`config.mk`:
```
export PLATFORM = sky130hd
export DESIGN_NAME = rgb16_pixel_blend_unit
export DESIGN_NICKNAME = d
export VERILOG_FILES = /design/src/rtl/rgbpb_pkg.sv /design/src/rtl/rgb16_pixel_blend_unit.sv /design/src/rtl/rgbpb_core.sv
export SDC_FILE = /design/constraint.sdc
export NUM_CORES = 1
export LEC_CHECK = 0
export ABC_AREA = 1
export BUFFER_PORTS_ARGS = -buffer_cell sky130_fd_sc_hd__buf_2
export CAP_MARGIN = 20
export CORE_MARGIN = 3
export CORE_UTILIZATION = 25
export DETAILED_ROUTE_END_ITERATION = 8
export SLEW_MARGIN = 10
export SYNTH_ARGS = -nofsm -noshare
export SYNTH_HDL_FRONTEND = slang
export SYNTH_HIERARCHICAL = 1
export SYNTH_SLANG_ARGS = --single-unit
```
`constraint.sdc`:
```
create_clock -name clk_i -period 10.75 [get_ports clk_i]
set_input_delay 0.5375 -clock clk_i [delete_from_list [all_inputs] [get_ports clk_i]]
set_output_delay 0.5375 -clock clk_i [all_outputs]
set_load 0.1 [all_outputs]
```
`src/rtl/rgbpb_pkg.sv`:
```
// ----------------------------------------------------------------------------
// rgbpb_pkg
// shared types and constants of the rgb16 pixel blend unit
// ----------------------------------------------------------------------------
`default_nettype none

package rgbpb_pkg;

  // blend operations
  typedef enum logic [2:0] {
    OP_ALPHA = 3'd0,
    OP_ADD   = 3'd1,
    OP_SUB   = 3'd2,
    OP_MAX   = 3'd3,
    OP_GRAY  = 3'd4
  } opcode_e;

  // configuration register indexes
  localparam logic CFG_PIXEL_FORMAT = 1'b0;
  localparam logic CFG_TINT_SHIFT   = 1'b1;

  localparam int unsigned CfgDataWidth = 4;

  // pixel_format codes
  localparam logic FMT_RGB565 = 1'b0;
  localparam logic FMT_RGB555 = 1'b1;

  localparam logic [5:0] ChanTop5  = 6'd31;
  localparam logic [5:0] ChanTop6  = 6'd63;
  localparam logic [7:0] AlphaFull = 8'd32;

  // divide by ten as multiply by 205 and shift by 11, exact below 1029
  localparam logic [7:0] Recip10 = 8'd205;

  typedef struct packed {
    logic [2:0]  opcode;
    logic [15:0] src_pix;
    logic [15:0] dst_pixel;
    logic [7:0]  alpha;
  } rgbpb_in_t;

  typedef struct packed {
    logic [15:0] out_pixel;
    logic        written;
  } rgbpb_out_t;

  typedef struct packed {
    logic       pixel_format;
    logic [3:0] tint_shift;
  } rgbpb_cfg_t;

endpackage : rgbpb_pkg

`default_nettype wire

```
`src/rtl/rgb16_pixel_blend_unit.sv`:
```
// pipeline: an accepted item is held in the input register, its result in the result register
// throughput: one item per cycle while the output is not stalled, set by the input register feeding the blend
//   datapath and the result register behind it
// reset: pipeline valids cleared, pixel_format = RGB565, tint_shift = 0
// ----------------------------------------------------------------------------
// rgb16_pixel_blend_unit
// blends a source pixel into a destination pixel, or writes a gray tint, in RGB565 or RGB555
// ----------------------------------------------------------------------------
`default_nettype none

module rgb16_pixel_blend_unit
  import rgbpb_pkg::*;
(
  input  wire logic                    clk_i,
  input  wire logic                    rst_ni,
  // input item channel
  input  wire logic                    in_valid_i,
  output logic                         in_stall_o,
  input  wire rgbpb_in_t               in_data_i,
  // result item channel
  output logic                         out_valid_o,
  input  wire logic                    out_stall_i,
  output rgbpb_out_t                   out_data_o,
  // configuration writes
  input  wire logic                    cfg_we_i,
  input  wire logic                    cfg_idx_i,
  input  wire logic [CfgDataWidth-1:0] cfg_wdata_i
);

  // configuration registers
  rgbpb_cfg_t cfg_q;

  always_ff @(posedge clk_i or negedge rst_ni) begin
    if (!rst_ni) begin
      cfg_q.pixel_format <= FMT_RGB565;
      cfg_q.tint_shift   <= 4'd0;
    end else if (cfg_we_i) begin
      if (cfg_idx_i == CFG_PIXEL_FORMAT) begin
        cfg_q.pixel_format <= cfg_wdata_i[0];
      end else begin
        cfg_q.tint_shift <= cfg_wdata_i[3:0];
      end
    end
  end

  // stage 1: input register
  logic      s1_valid_q;
  rgbpb_in_t s1_q;
  // stage 2: result register
  logic       s2_valid_q;
  rgbpb_out_t s2_q;
  rgbpb_out_t s2_d;

  logic s2_stall;
  logic s1_stall;
  logic in_take;
  logic s2_load;

  // a stage holds only when it is full and the stage after it holds too
  assign s2_stall = s2_valid_q && out_stall_i;
  assign s1_stall = s1_valid_q && s2_stall;
  assign in_take  = in_valid_i && !s1_stall;
  assign s2_load  = s1_valid_q && !s2_stall;

  assign in_stall_o = s1_stall;

  always_ff @(posedge clk_i or negedge rst_ni) begin
    if (!rst_ni) begin
      s1_valid_q <= 1'b0;
    end else if (!s1_stall) begin
      s1_valid_q <= in_valid_i;
    end
  end

  always_ff @(posedge clk_i) begin
    if (in_take) begin
      s1_q <= in_data_i;
    end
  end

  // blend datapath between the two registers
  rgbpb_core u_core (
    .item_i   (s1_q),
    .cfg_i    (cfg_q),
    .result_o (s2_d)
  );

  always_ff @(posedge clk_i or negedge rst_ni) begin
    if (!rst_ni) begin
      s2_valid_q <= 1'b0;
    end else if (!s2_stall) begin
      s2_valid_q <= s1_valid_q;
    end
  end

  always_ff @(posedge clk_i) begin
    if (s2_load) begin
      s2_q <= s2_d;
    end
  end

  assign out_valid_o = s2_valid_q;
  assign out_data_o  = s2_q;

  // an accepted item always lands in the input register
  a_take_fills_s1: assert property (@(posedge clk_i) disable iff (!rst_ni)
    in_take |=> s1_valid_q)
    else $error("accepted item lost before stage 1");

  // an item leaving stage 1 always shows up as a result
  a_load_fills_s2: assert property (@(posedge clk_i) disable iff (!rst_ni)
    s2_load |=> out_valid_o)
    else $error("stage 1 item lost before result register");

  // a transparent source never marks the destination written
  a_transparent: assert property (@(posedge clk_i) disable iff (!rst_ni)
    (s2_load && (s1_q.src_pix == 16'd0)) |=> !out_data_o.written)
    else $error("transparent pixel marked written");

  // channel modes in RGB555 leave the top bit clear
  a_555_top_bit: assert property (@(posedge clk_i) disable iff (!rst_ni)
    (s2_load && (cfg_q.pixel_format == FMT_RGB555) && (s1_q.src_pix != 16'd0) &&
     ((s1_q.opcode == OP_ALPHA) || (s1_q.opcode == OP_ADD) ||
      (s1_q.opcode == OP_SUB) || (s1_q.opcode == OP_MAX)))
    |=> !out_data_o.out_pixel[15])
    else $error("RGB555 result has bit 15 set");

endmodule : rgb16_pixel_blend_unit

`default_nettype wire

```
`src/rtl/rgbpb_core.sv`:
```
// ----------------------------------------------------------------------------
// rgbpb_core
// combinational blend datapath for one pixel item
// ----------------------------------------------------------------------------
`default_nettype none

module rgbpb_core
  import rgbpb_pkg::*;
(
  input  wire rgbpb_in_t  item_i,
  input  wire rgbpb_cfg_t cfg_i,
  output rgbpb_out_t      result_o
);

  // floor((s - d) * a / 32) + d
  function automatic logic [5:0] blend_ch(input logic [5:0] s, input logic [5:0] d,
                                          input logic [5:0] a);
    logic signed [7:0]  diff;
    logic signed [14:0] prod;
    logic signed [14:0] shr;
    logic [7:0]         sum;
    diff = $signed({2'b00, s}) - $signed({2'b00, d});
    prod = $signed({{7{diff[7]}}, diff}) * $signed({9'b0, a});
    shr  = prod >>> 5;
    sum  = shr[7:0] + {2'b00, d};
    return sum[5:0];
  endfunction

  function automatic logic [5:0] sat_add(input logic [5:0] x, input logic [5:0] y,
                                         input logic [5:0] top);
    logic [6:0] sum;
    sum = {1'b0, x} + {1'b0, y};
    return (sum > {1'b0, top}) ? top : sum[5:0];
  endfunction

  logic        fmt555;
  logic [5:0]  a_sat;
  logic [5:0]  sr, sg, sb, dr, dg, db;
  logic [5:0]  rr, rg, rb;
  logic [5:0]  gtop;
  logic [15:0] packed_pix;
  logic [9:0]  gsum;
  logic [17:0] gprod;
  logic [5:0]  gray;
  logic [15:0] red_sh;
  logic [15:0] tint_pix;
  logic [15:0] grn_part;
  logic        active;

  assign fmt555 = (cfg_i.pixel_format == FMT_RGB555);
  assign a_sat  = (item_i.alpha > AlphaFull) ? AlphaFull[5:0] : item_i.alpha[5:0];
  assign gtop   = fmt555 ? ChanTop5 : ChanTop6;

  // channel unpack
  always_comb begin
    if (fmt555) begin
      sr = {1'b0, item_i.src_pix[14:10]};
      sg = {1'b0, item_i.src_pix[9:5]};
      dr = {1'b0, item_i.dst_pixel[14:10]};
      dg = {1'b0, item_i.dst_pixel[9:5]};
    end else begin
      sr = {1'b0, item_i.src_pix[15:11]};
      sg = item_i.src_pix[10:5];
      dr = {1'b0, item_i.dst_pixel[15:11]};
      dg = item_i.dst_pixel[10:5];
    end
    sb = {1'b0, item_i.src_pix[4:0]};
    db = {1'b0, item_i.dst_pixel[4:0]};
  end

  // per-channel modes
  always_comb begin
    case (item_i.opcode)
      OP_ALPHA: begin
        rr = blend_ch(sr, dr, a_sat);
        rg = blend_ch(sg, dg, a_sat);
        rb = blend_ch(sb, db, a_sat);
      end
      OP_ADD: begin
        rr = sat_add(sr, dr, ChanTop5);
        rg = sat_add(sg, dg, gtop);
        rb = sat_add(sb, db, ChanTop5);
      end
      OP_SUB: begin
        rr = (dr > sr) ? dr - sr : 6'd0;
        rg = (dg > sg) ? dg - sg : 6'd0;
        rb = (db > sb) ? db - sb : 6'd0;
      end
      default: begin
        rr = (sr > dr) ? sr : dr;
        rg = (sg > dg) ? sg : dg;
        rb = (sb > db) ? sb : db;
      end
    endcase
  end

  always_comb begin
    if (fmt555) begin
      packed_pix = {1'b0, rr[4:0], 10'b0} | {5'b0, rg, 5'b0} | {11'b0, rb[4:0]};
    end else begin
      packed_pix = {rr[4:0], 11'b0} | {5'b0, rg, 5'b0} | {11'b0, rb[4:0]};
    end
  end

  // gray tint, parts ORed unmasked and cut to 16 bits
  assign gsum  = ({3'b0, sr, 1'b0} + {4'b0, sr}) +
                 ({2'b0, sg, 2'b00} + {3'b0, sg, 1'b0}) + {4'b0, sb};
  assign gprod = {8'b0, gsum} * {10'b0, Recip10};
  assign gray  = gprod[16:11];
  assign red_sh = 16'({10'b0, gray} << cfg_i.tint_shift);

  always_comb begin
    if (fmt555) begin
      grn_part = {({gray, 5'b0} | {5'b0, gray}), 5'b0};
      tint_pix = {red_sh[5:0], 10'b0} | grn_part | {10'b0, gray};
    end else begin
      grn_part = 16'({({gray, 6'b0} | {6'b0, gray}), 5'b0});
      tint_pix = {red_sh[4:0], 11'b0} | grn_part | {10'b0, gray};
    end
  end

  assign active = (item_i.src_pix != 16'd0) &&
                  ((item_i.opcode == OP_ALPHA) || (item_i.opcode == OP_ADD) ||
                   (item_i.opcode == OP_SUB) || (item_i.opcode == OP_MAX) ||
                   (item_i.opcode == OP_GRAY));

  always_comb begin
    if (!active) begin
      result_o.out_pixel = item_i.dst_pixel;
      result_o.written   = 1'b0;
    end else if (item_i.opcode == OP_GRAY) begin
      result_o.out_pixel = tint_pix;
      result_o.written   = 1'b1;
    end else begin
      result_o.out_pixel = packed_pix;
      result_o.written   = 1'b1;
    end
  end

endmodule : rgbpb_core

`default_nettype wire
```
==> summary.md, run 1 <==
| Metric | Value |
|---|---|
| DRC viols | 0 |
| # resized after CTS | 0 |
| CP max stage delay | between 0.8 and 0.9 ns |
| Initial core utilization | about a quarter |
| Hold Path Class | input port to flip-flop |
| Max Clk Rate | approximately 0.12 GHz |
| Asr flop ratio synth | 10.4% |
| Synth warn | 6 |
| Hold slack | approximately 0.34 ns |
| Worst Max-Slew Pin Slew | 1.07 ns |
| HP Start | in_data_i[32] |
| Hold depth | 1 |
| Setup CP Type | flip-flop to flip-flop |
| Syn_nets | roughly 1800 |
| Worst R2R Setup Slack | approximately 2.1 ns |
| Antenna Violating Nets Remaining | 0 |
| DR iter-0 viols | 633 |
| Synthesized area | 11300 µm² |
| R2r startpoint | cfg_q[4]$_DFFE_PN0P_ |
| Ys flop type | edfxtp_1 |
| Final core occ | approximately 28% |
| Total wire length | approximately 34000 µm |
| Die height | around 220 µm |
| Critical-path top delay cell | dfrtp_1 |
| WHS Endpoint | s1_q[32]$_DFFE_PP_ |
| Crit end category | flip-flop |
| Gate Count Post-Synth | about 1400 |
| Core Region | about 45000 µm² |
| CP Launch Type | flip-flop |
| RSZ-0062 raised after global routing | no |
| Cts bufs inserted | 9 |
| Hold Vio Cnt, Final | 0 |
| Flops & latches, synth | 67 |
| CTS Buffer Depth | 2 |
| Vias in the first global route | 10100 |
| Register area share after synthesis | 17.4% |
| Reg clk slew, reported paths | ~0.070 ns |
| Run status | finished clean |
| Share of layout cells above drive strength 1 | under 10% |
| Via count | about 10000 |
| Clock root cell | clkbuf_16 |
| Die W | approximately 220 µm |
| HPWL after DPL | approximately 28000 µm |
| Yosys top cell area share | 18.7% |
| Setup TNS | 0 ns |
| CTS tree | done |
| Total gr overflow | 0 |
| Worst-Skew Late Latency | approximately 0.37 ns |
| Fin. max-slew vios | 0 |
| Gr usage total | between 10% and 20% |
| Clock Sinks | 67 |
| Syn avg cell area | about 7.8 µm² |
| Clock skew | 0.0161 ns |
| Relative slew margins | ~28% |
| Initial antenna violation count | 0 |
| Global-route wire length before repair | about 54000 µm |
| RD Place Congestion | 0.931 |
| Crit path DAT | 8.75 ns |
| Largest net degree at the start of global routing | 44 |
| Critical path required time | roughly 11 ns |
| H-tree levels | 3 |
| I/O pin count | 72 |
| Unique masters post-synth | 56 |
| Area growth, synth to finish | 11.5% |
| Crit path time final | roughly 8.6 ns |
| Final setup fails | 0 |
| Cell row count | 77 |
| Top post-synthesis cells by area | ha_1 19%, fa_1 17%, edfxtp_1 16%, inv_1 10%, nand2_1 9.1% |
| Post-synth EDFFs | 60 |
| Total iterations of the first detailed-routing run | 5 |
| Antenna fix cells | 0 |
| Leading area contributor after synthesis | ha_1 |
| Fillers | 4828 |
| Port-buffer cells | between 70 and 80 |
| CP most frequent cell | nand2_1 |
| Crit-path max FO | 28 |
| MaxCap Viol Count | 0 |
| Reg2reg end | out_data_o[16]$_DFFE_PP_ |
| Wire length per cell | 16.1 µm |
| R2r worst-path depth | 32 |
| Tcrit/Tclk final | between 80% and 90% |
| Final layout net count | about 1800 |
| DR vias/cell | around 4.7 |
| DIE AREA | about 48000 µm² |
registers in the layout (all words and copies together), names as in the netlist:
register and flops:
s1_q 43, out_data_o 17, cfg_q 5, out_valid_o 1, s1_valid_q 1
what timing repair did:
action,CTS,global route
buffers inserted,0,0
endpoints found under the hold margin,7,0
hold buffers,1,0
synthesized netlist by cell type, drive strengths merged (10+ instances only):
cell,count
nand2,287
fa,97
edfxtp,60
or2,11
ha,169
xnor2,18
inv,314
xor2,38
nand3,88
o21ai,59
buf,14
nand4,14
a21oi,83
o21bai,10
nor2,102
kinds of logic after synthesis:
group / count (synthesis) / synth area share [%]
AND/OR/NAND/NOR: 527 / 20.4
buffers and inverters: 337 / 11.6
adder cells (fa/ha/maj): 266 / 35.8
AO/OA/AOI/OAI: 196 / 10.4
flip-flops: 67 / 17.4
XOR/XNOR: 56 / 4.46
worst max path at each step:
stage                     slack (ns)  cells after the start                        to                  from
after detailed placement        2.19                     32  out_data_o[16]$_DFFE_PP_  cfg_q[4]$_DFFE_PN0P_
after global placement          2.44                     33   out_data_o[6]$_DFFE_PP_  cfg_q[4]$_DFFE_PN0P_
final                           2.13                     32  out_data_o[16]$_DFFE_PP_  cfg_q[4]$_DFFE_PN0P_
after floorplan                 3.58                     34  out_data_o[16]$_DFFE_PP_  cfg_q[4]$_DFFE_PN0P_
after global routing            1.36                     33   out_data_o[6]$_DFFE_PP_  cfg_q[4]$_DFFE_PN0P_
after CTS                       2.15                     32  out_data_o[16]$_DFFE_PP_  cfg_q[4]$_DFFE_PN0P_
layout make-up:
type,instances,area [µm²],area share (%)
clock buffers,9,225,1.78
repair buffers,77,403,3.19
flip-flops and latches,67,1980,15.6
multi-input cells,1045,8050,63.7
clock inverters,6,65.1,0.515
inverters,314,1180,9.34
well taps,592,741,5.86
worst max-delay path, delay by kind of cell (launching register included):
| family | cells | cell delay, ns |
|---|---|---|
| adders and majority gates | 8 | 3.54 |
| AOI/OAI and AO/OA | 7 | 1.20 |
| and+or+nand+nor | 11 | 1.19 |
| buffers and inverters | 4 | 0.92 |
| DFF | 1 | 0.89 |
| xor gates and xnor gates | 2 | 0.65 |
metrics by stage:
stage               setup WS (ns)  instance area [µm²]  std cells
finish                       2.13                12600       2110
global route                 1.36                12600       2110
CTS                          2.15                12600       2110
detailed placement           2.19                12300       2094
global placement             2.44                12300       2094
floorplan                    3.58                11300       1449
layout by cell type (no fill, tap or decap), types with 7 or more instances in the layout:
cell       synthesis  final
o21bai_1          10     10
nand4_1           14     14
xnor2_1           17     17
dfrtp_1            7      7
nand2_2           11     11
or2_2             10     10
a31oi_1            7      7
a21oi_1           77     76
ha_1             169    169
clkbuf_16          0      9
o21ai_0           39     39
buf_2              7     71
o21ai_1           17     17
o211ai_1           8      8
inv_1            305    304
xor2_1            37     37
fa_1              97     97
nand2_1          275    275
nand3_1           86     86
inv_2              8      9
nor2_1            95     95
edfxtp_1          60     60
metal layers:
| layer | vias up | track usage, % | wire length (µm) |
|---|---|---|---|
| li1 | 4756 | - | - |
| met1 | 4735 | 17.9 | 14200 |
| met2 | 353 | 24.8 | 16300 |
| met3 | 71 | 2.06 | 2040 |
| met4 | 0 | 6.55 | 1340 |
| met5 | - | 0 | 0 |
Power of run 1 is not shown: default switching activity piles up to over one toggle a cycle in this logic, so the estimate is an artifact.
==> inputs of run 2 (changes only) <==
--- a/config.mk
+++ b/config.mk
@@ -5,7 +5,7 @@
 export SDC_FILE = /design/constraint.sdc
 export NUM_CORES = 1
 export LEC_CHECK = 0
-export ABC_AREA = 1
+export ABC_AREA = 0
 export BUFFER_PORTS_ARGS = -buffer_cell sky130_fd_sc_hd__buf_2
 export CAP_MARGIN = 20
 export CORE_MARGIN = 3
==> constraint.sdc (replaced) <==
create_clock -name clk_i -period 7.2 [get_ports clk_i]
set_input_delay 0.36 -clock clk_i [delete_from_list [all_inputs] [get_ports clk_i]]
set_output_delay 0.36 -clock clk_i [all_outputs]
set_load 0.1 [all_outputs]
==> run 2 against run 1 <==
Compared with the run above: the run now ends with setup timing left; flip-flop and latch count stayed put; global-route usage about the same; final cell count decreased by 5.3%; non-clock buffer count grew 132; setup slack got worse by 2.2 ns; clock-buffer cell count unchanged; via count decreased by 5.3%; first-iteration DRC count is 9.2% lower; clock skew is 0.0012 ns lower.
==> summary.md, run 2 <==
| Metric | Value |
|---|---|
| Run status | finished with violations |
| Failing checks | setup timing |
| Worst R2R Setup Slack | -0.04 ns (-2.17 ns) |
| Die height | 216 µm (-1.1%) |
| GR peak layer | met2 |
| Syn avg cell area | 9.07 µm² (+16%) |
| MaxCap Viol Count | 0 (unchanged) |
| Final setup fails | 2 (+2) |
| RD Place Congestion | 0.956 (+2.6%) |
| Worst Max-Slew Pin Slew | 1.09 ns (+0.0153 ns) |
| Leading area contributor after synthesis | ha_1 |
| HPWL after DPL | 28200 µm (+1.3%) |
| Final layout net count | 1728 (-5.7%) |
| Crit end category | flip-flop |
| Flops & latches, synth | 67 (unchanged) |
| CP max stage delay | 0.58 ns (-0.31 ns) |
| Unique masters post-synth | 81 (+45%) |
| Hold Path Class | input port to flip-flop |
| Synthesized area | 11100 µm² (-2.3%) |
| Register area share after synthesis | 17.9% (+0.41 points) |
| Wire length per cell | 17.0 µm (+5.8%) |
| Total gr overflow | 0 (unchanged) |
| Synth warn | 6 (unchanged) |
| Area growth, synth to finish | 23.8% |
| Placed cell area | 12900 µm² (+4.8%) |
| Register area | 1980 µm² (about the same) |
| Critical-path top delay cell | fa_1 |
| Port-buffer cells | 71 (unchanged) |
| Met3 global-route usage | 2.47% (+0.40 points) |
| Antenna Violating Nets Remaining | 0 (unchanged) |
| Pre-CTS setup slack | -0.309 ns (-2.50 ns) |
| Clock Sinks | 67 (unchanged) |
| Hold Vio Cnt, Final | 0 (unchanged) |
| Design area | 13700 µm² (+8.4%) |
| CP Launch Type | flip-flop |
| Largest net degree at the start of global routing | 44 (unchanged) |
| Most common cell after layout, fill and taps aside | inv_1 |
| Gr usage total | 14.4% (about the same) |
| DR iter-0 viols | 575 (-9.2%) |
| Via count | 9387 (-5.3%) |
| Crit-path max FO | 4 (-86%) |
| Crit path DAT | 7.33 ns (-1.42 ns) |
| RSZ-0062 raised after global routing | yes |
| Yosys top cell area share | 19.1% (+0.44 points) |
| Top post-synthesis cells by area | ha_1 19%, fa_1 18%, edfxtp_1 16%, inv_1 6.5%, xnor2_1 4.8% |
| Die W | 216 µm (-1.1%) |
| Total iterations of the first detailed-routing run | 5 (unchanged) |
| Most flops, register | s1_q |
| Global-route wire length before repair | 53200 µm (-0.85%) |
| Antenna fix cells | 0 (unchanged) |
| Initial core utilization | 25.5% (about the same) |
| Initial antenna violation count | 0 (unchanged) |
| Multi-input combinational cell area | 8570 µm² (+6.5%) |
| R2r worst-path depth | 30 (-6.3%) |
| DRC viols | 0 (unchanged) |
| Tcrit/Tclk final | 101% (+20 points) |
| Hold depth | 1 (unchanged) |
| DIE AREA | 46900 µm² (-2.2%) |
| Count leader, synth | inv_1 |
| Syn_nets | 1540 (-13%) |
| CP most frequent cell | fa_1 |
| Total wire length | 34000 µm (+0.19%) |
| H-tree levels | 3 (unchanged) |
| Cts bufs inserted | 9 (unchanged) |
| Worst-Skew Late Latency | 0.36 ns (about the same) |
| Hold slack | 0.172 ns (-0.167 ns) |
| Max reg flops | 43 (unchanged) |
| Asr flop ratio synth | 10.4% (unchanged) |
| GR Layer Usage met1 | 18.7% (+0.84 points) |
| Critical path required time | 7.30 ns (-3.58 ns) |
| Max Clk Rate | 0.138 GHz (+19%) |
| I/O pin count | 72 (unchanged) |
| Vias in the first global route | 9770 (-3.5%) |
| Post-synth EDFFs | 60 (unchanged) |
| DR vias/cell | 4.70 (about the same) |
| CTS tree | done |
| Share of layout cells above drive strength 1 | 22.6% (+13 points) |
| GR Layer Usage met2 | 25.3% (+0.48 points) |
| Commonest cells in the netlist | 191 x inv_1, 169 x ha_1, 101 x nor2_1 |
| Commonest non-fill, non-tap cells in the layout | 182 x inv_1, 160 x ha_1, 133 x buf_4, 96 x nor2_1, 93 x fa_1 |
| Final core occ | 31.5% (+3.1 points) |
| Clock skew | 0.0149 ns (-0.00118 ns) |
| Crit path time final | 7.24 ns (-1.38 ns) |
| Clock root cell | clkbuf_16 |
| Relative slew margins | 26.9% (-1.0 points) |
| Gate Count Post-Synth | 1221 (-16%) |
| Core Region | 43500 µm² (-2.4%) |
| Setup CP Type | flip-flop to flip-flop |
| Fin. max-slew vios | 0 (unchanged) |
| Reg clk slew, reported paths | 0.07 ns (about the same) |
| Ys flop type | edfxtp_1 |
| CTS Buffer Depth | 2 (unchanged) |
| Fillers | 4558 (-5.6%) |
| Cell row count | 76 (-1.3%) |
| Worst setup margin | -0.0378 ns (-2.17 ns) |
## run 2: cell type report
type,instances,area share (%)
tap,585,5.34
clock inverter,7,0.548
multi-input combinational,931,62.5
clock buffer,9,1.64
timing repair buffer,209,10.3
sequential,67,14.4
inverter,191,5.23
## run 2: timing repair
| item | 4_1_cts | 5_1_grt |
|---|---|---|
| buffers inserted | 5 | 11 |
| setup endpoints to repair | 10 | 15 |
| resized for setup | 26 | 48 |
| pin swaps | 28 | 32 |
| endpoints found under the hold margin | 7 | 0 |
| hold buffers | 1 | 0 |
## run 2: final timing paths
kind | startpoint | to
max in group asynchronous | rst_ni | cfg_q[4]$_DFFE_PN0P_
max reg2reg | s1_q[28]$_DFFE_PP_ | out_data_o[16]$_DFFE_PP_
min | in_data_i[11] | s1_q[11]$_DFFE_PP_
min reg2reg | s1_valid_q$_DFFE_PN0N_ | out_valid_o$_DFFE_PN0N_
max | s1_q[28]$_DFFE_PP_ | out_data_o[16]$_DFFE_PP_
min in group asynchronous | rst_ni | out_valid_o$_DFFE_PN0N_
## run 2: kinds of logic after synthesis
group	count (synthesis)	synth area share [%]
DFF	67	17.9
and+or+nand+nor	323	13.9
xor gates and xnor gates	83	6.70
buffers and inverters	223	8.13
adders and majority gates	266	36.6
AOI/OAI and AO/OA	224	13.3
muxes	35	3.49
## run 2: metrics by stage
step	setup TNS, ns	cells
finish	-0.0412	1999
global route	-2.18	1999
CTS	0	1988
detailed placement	-1.39	1966
global placement	-0.774	1966
floorplan	0	1221
## run 2: per-layer routing
layer	share of wire (%)	vias to the layer above	wire length, µm
met4	1.5	0	510
li1	-	4509	-
met3	6.0	36	2030
met1	44	4559	14800
met5	0	-	0
met2	49	283	16600
## run 2: worst max-delay path: cells and delay by family (launching register included)
kind,cells,cell delay [ns]
compound gates,6,1.09
xor+xnor,2,0.37
fa+ha+maj,9,3.97
buf+inv,11,1.02
flops,1,0.36
simple gates,2,0.15
Power of run 2 is left out for the same reason.
==> inputs of run 3 (changes only) <==
--- a/config.mk
+++ b/config.mk
@@ -6,11 +6,14 @@
 export NUM_CORES = 1
 export LEC_CHECK = 0
 export ABC_AREA = 0
+export ABC_CLOCK_PERIOD_IN_PS = 7200
 export BUFFER_PORTS_ARGS = -buffer_cell sky130_fd_sc_hd__buf_2
 export CAP_MARGIN = 20
 export CORE_MARGIN = 3
 export CORE_UTILIZATION = 25
 export DETAILED_ROUTE_END_ITERATION = 8
+export GPL_TIMING_DRIVEN = 0
+export PLACE_DENSITY_LB_ADDON = 0.08
 export SLEW_MARGIN = 10
 export SYNTH_ARGS = -nofsm -noshare
 export SYNTH_HDL_FRONTEND = slang
==> run 3 against run 2 <==
Compared with the run above: the run still ends with setup timing left; core utilization increased by 0.71 points; final cell count decreased by 1.2%; wire length increased by 9.5%; clock skew decreased by 0.0023 ns.
==> summary.md, run 3 (synthesized netlist as in run 2, its figures left out) <==
| Metric | Value |
|---|---|
| Antenna Violating Nets Remaining | 0 (unchanged) |
| CTS Buffer Depth | 2 (unchanged) |
| Clock root cell | clkbuf_16 |
| Die W | 216 µm (unchanged) |
| Max reg flops | 43 (unchanged) |
| Run status | finished with violations |
| Worst Max-Slew Pin Slew | 1.02 ns (-0.0714 ns) |
| HPWL after DPL | 30300 µm (+7.3%) |
| Crit path time final | 7.25 ns (+0.0144 ns) |
| Clock skew | 0.0126 ns (-0.00231 ns) |
| RD Place Congestion | 0.857 (-10%) |
| CP Launch Type | flip-flop |
| I/O pin count | 72 (unchanged) |
| Worst Setup SP | cfg_q[4]$_DFFE_PN0P_ |
| Port-buffer cells | 71 (unchanged) |
| Share of layout cells above drive strength 1 | 24.5% (+1.9 points) |
| Failing checks | setup timing |
| CTS tree | done |
| Via count | 9144 (-2.6%) |
| Total gr overflow | 0 (unchanged) |
| Hold Vio Cnt, Final | 0 (unchanged) |
| DR vias/cell | 4.63 (-1.4%) |
| Initial antenna violation count | 0 (unchanged) |
| Most common cell after layout, fill and taps aside | inv_1 |
| Final setup fails | 2 (unchanged) |
| Cts bufs inserted | 9 (unchanged) |
| R2r startpoint | cfg_q[4]$_DFFE_PN0P_ |
| Total wire length | 37200 µm (+9.5%) |
| Total iterations of the first detailed-routing run | 5 (unchanged) |
| Crit-path max FO | 5 (+1) |
| Gr usage total | 16.2% (+1.8 points) |
| R2r worst-path depth | 28 (-6.7%) |
| Fin. max-slew vios | 0 (unchanged) |
| Most flops, register | s1_q |
| DR iter-0 viols | 407 (-29%) |
| Vias in the first global route | 9645 (-1.3%) |
| Worst setup margin | -0.0522 ns (-0.0144 ns) |
| Wire length per cell | 18.8 µm (+11%) |
| Crit end category | flip-flop |
| Hold Path Class | input port to flip-flop |
| Setup CP Type | flip-flop to flip-flop |
| Initial core utilization | 25.5% (unchanged) |
| Commonest non-fill, non-tap cells in the layout | 171 x inv_1, 150 x ha_1, 93 x nor2_1, 90 x fa_1, 88 x nand2_1 |
| Reg clk slew, reported paths | 0.06 ns (about the same) |
| Largest net degree at the start of global routing | 32 (-27%) |
| CP max stage delay | 0.55 ns (-0.03 ns) |
| Worst R2R Setup Slack | -0.05 ns (about the same) |
| Max Clk Rate | 0.138 GHz (-0.20%) |
| Fillers | 4598 (+0.88%) |
| Setup TNS | -0.0646 ns (-0.0234 ns) |
| Hold depth | 1 (unchanged) |
| Global-route wire length before repair | 57900 µm (+8.9%) |
| Worst-Skew Late Latency | 0.37 ns (about the same) |
| DIE AREA | 46900 µm² (unchanged) |
| Antenna fix cells | 0 (unchanged) |
| Crit path DAT | 7.36 ns (+0.03 ns) |
| Core Region | 43500 µm² (unchanged) |
| Die height | 216 µm (unchanged) |
| CP bufs+invs | 7 (-4) |
| H-tree levels | 3 (unchanged) |
| RSZ-0062 raised after global routing | yes |
| DRC viols | 0 (unchanged) |
| Area growth, synth to finish | 26.6% |
| Critical-path top delay cell | fa_1 |
| MaxCap Viol Count | 0 (unchanged) |
| Final layout net count | 1704 (-1.4%) |
| Relative slew margins | 31.2% (+4.4 points) |
| Reg2reg end | out_data_o[15]$_DFFE_PP_ |
| Critical path required time | 7.31 ns (about the same) |
| Top delay family on crit path | adder cells |
| Levels on crit path | 28 (-6.7%) |
| Clock Sinks | 67 (unchanged) |
| Tcrit/Tclk final | 101% (+0.20 points) |
| Cell row count | 76 (unchanged) |
| CP endpoint | out_data_o[15]$_DFFE_PP_ |
[run 3: changes by cell type in the layout (fill, tap and decap cells not counted), moves of 4 or more]
cell / delta
ha_1: -10
xnor2_2: +8
ha_4: +10
a21oi_1: -6
mux2i_1: -4
buf_4: -58
inv_1: -11
clkbuf_2: +4
buf_6: +5
clkbuf_1: +14
a21oi_4: +4
inv_2: +10
xnor2_1: -9
[run 3: how the worst min path moves through the flow]
stage                              from                endpoint  slack, ns
after global placement           rst_ni  s1_valid_q$_DFFE_PN0N_       0.21
final                     in_data_i[12]      s1_q[12]$_DFFE_PP_       0.16
after detailed placement         rst_ni  s1_valid_q$_DFFE_PN0N_       0.21
after global routing      in_data_i[20]      s1_q[20]$_DFFE_PP_       0.13
after CTS                  in_data_i[1]       s1_q[1]$_DFFE_PP_       0.13
after floorplan                  rst_ni    cfg_q[0]$_DFFE_PN0P_       0.06
[run 3: layout make-up]
type	instances	area, µm²	area share, %
multi-input cells	931	9030	64.4
inverters	191	721	5.14
clock inverters	7	60.1	0.428
well taps	585	732	5.22
flip-flops and latches	67	1980	14.1
clock buffers	9	225	1.61
plain buffers	29	195	1.39
repair buffers	156	1080	7.70
[run 3: repair_timing]
item / CTS / global route
setup buffers: 52 / 28
hold endpoints to repair: 7 / 0
pin swaps: 55 / 54
gates cloned: 1 / 0
gates resized for setup: 98 / 73
hold buffers: 1 / 0
setup endpoints to repair: 16 / 14
[run 3: through the flow]
| step | hold WS, ns | area (µm²) | worst slack [ns] | std cells | util [%] |
|---|---|---|---|---|---|
| after floorplan | 0.0644 | 11100 | 0.0351 | 1221 | - |
| after global placement | 0.208 | 12200 | -1.30 | 1877 | 28.1 |
| after detailed placement | 0.212 | 12300 | -1.20 | 1880 | 28.2 |
| after CTS | 0.134 | 13500 | -0.0891 | 1947 | 31.0 |
| after global routing | 0.135 | 14000 | -0.305 | 1975 | 32.3 |
| final | 0.160 | 14000 | -0.0522 | 1975 | 32.3 |
[run 3: layer usage]
layer	vias up	share of wire, %	wire length (µm)	track usage (%)
li1	4455	-	-	-
met1	4524	48	17700	22.0
met2	140	48	17900	27.5
met3	25	3.2	1200	2.72
met4	0	1.1	418	2.91
met5	-	0	0	0
Power of run 3 is left out for the same reason.
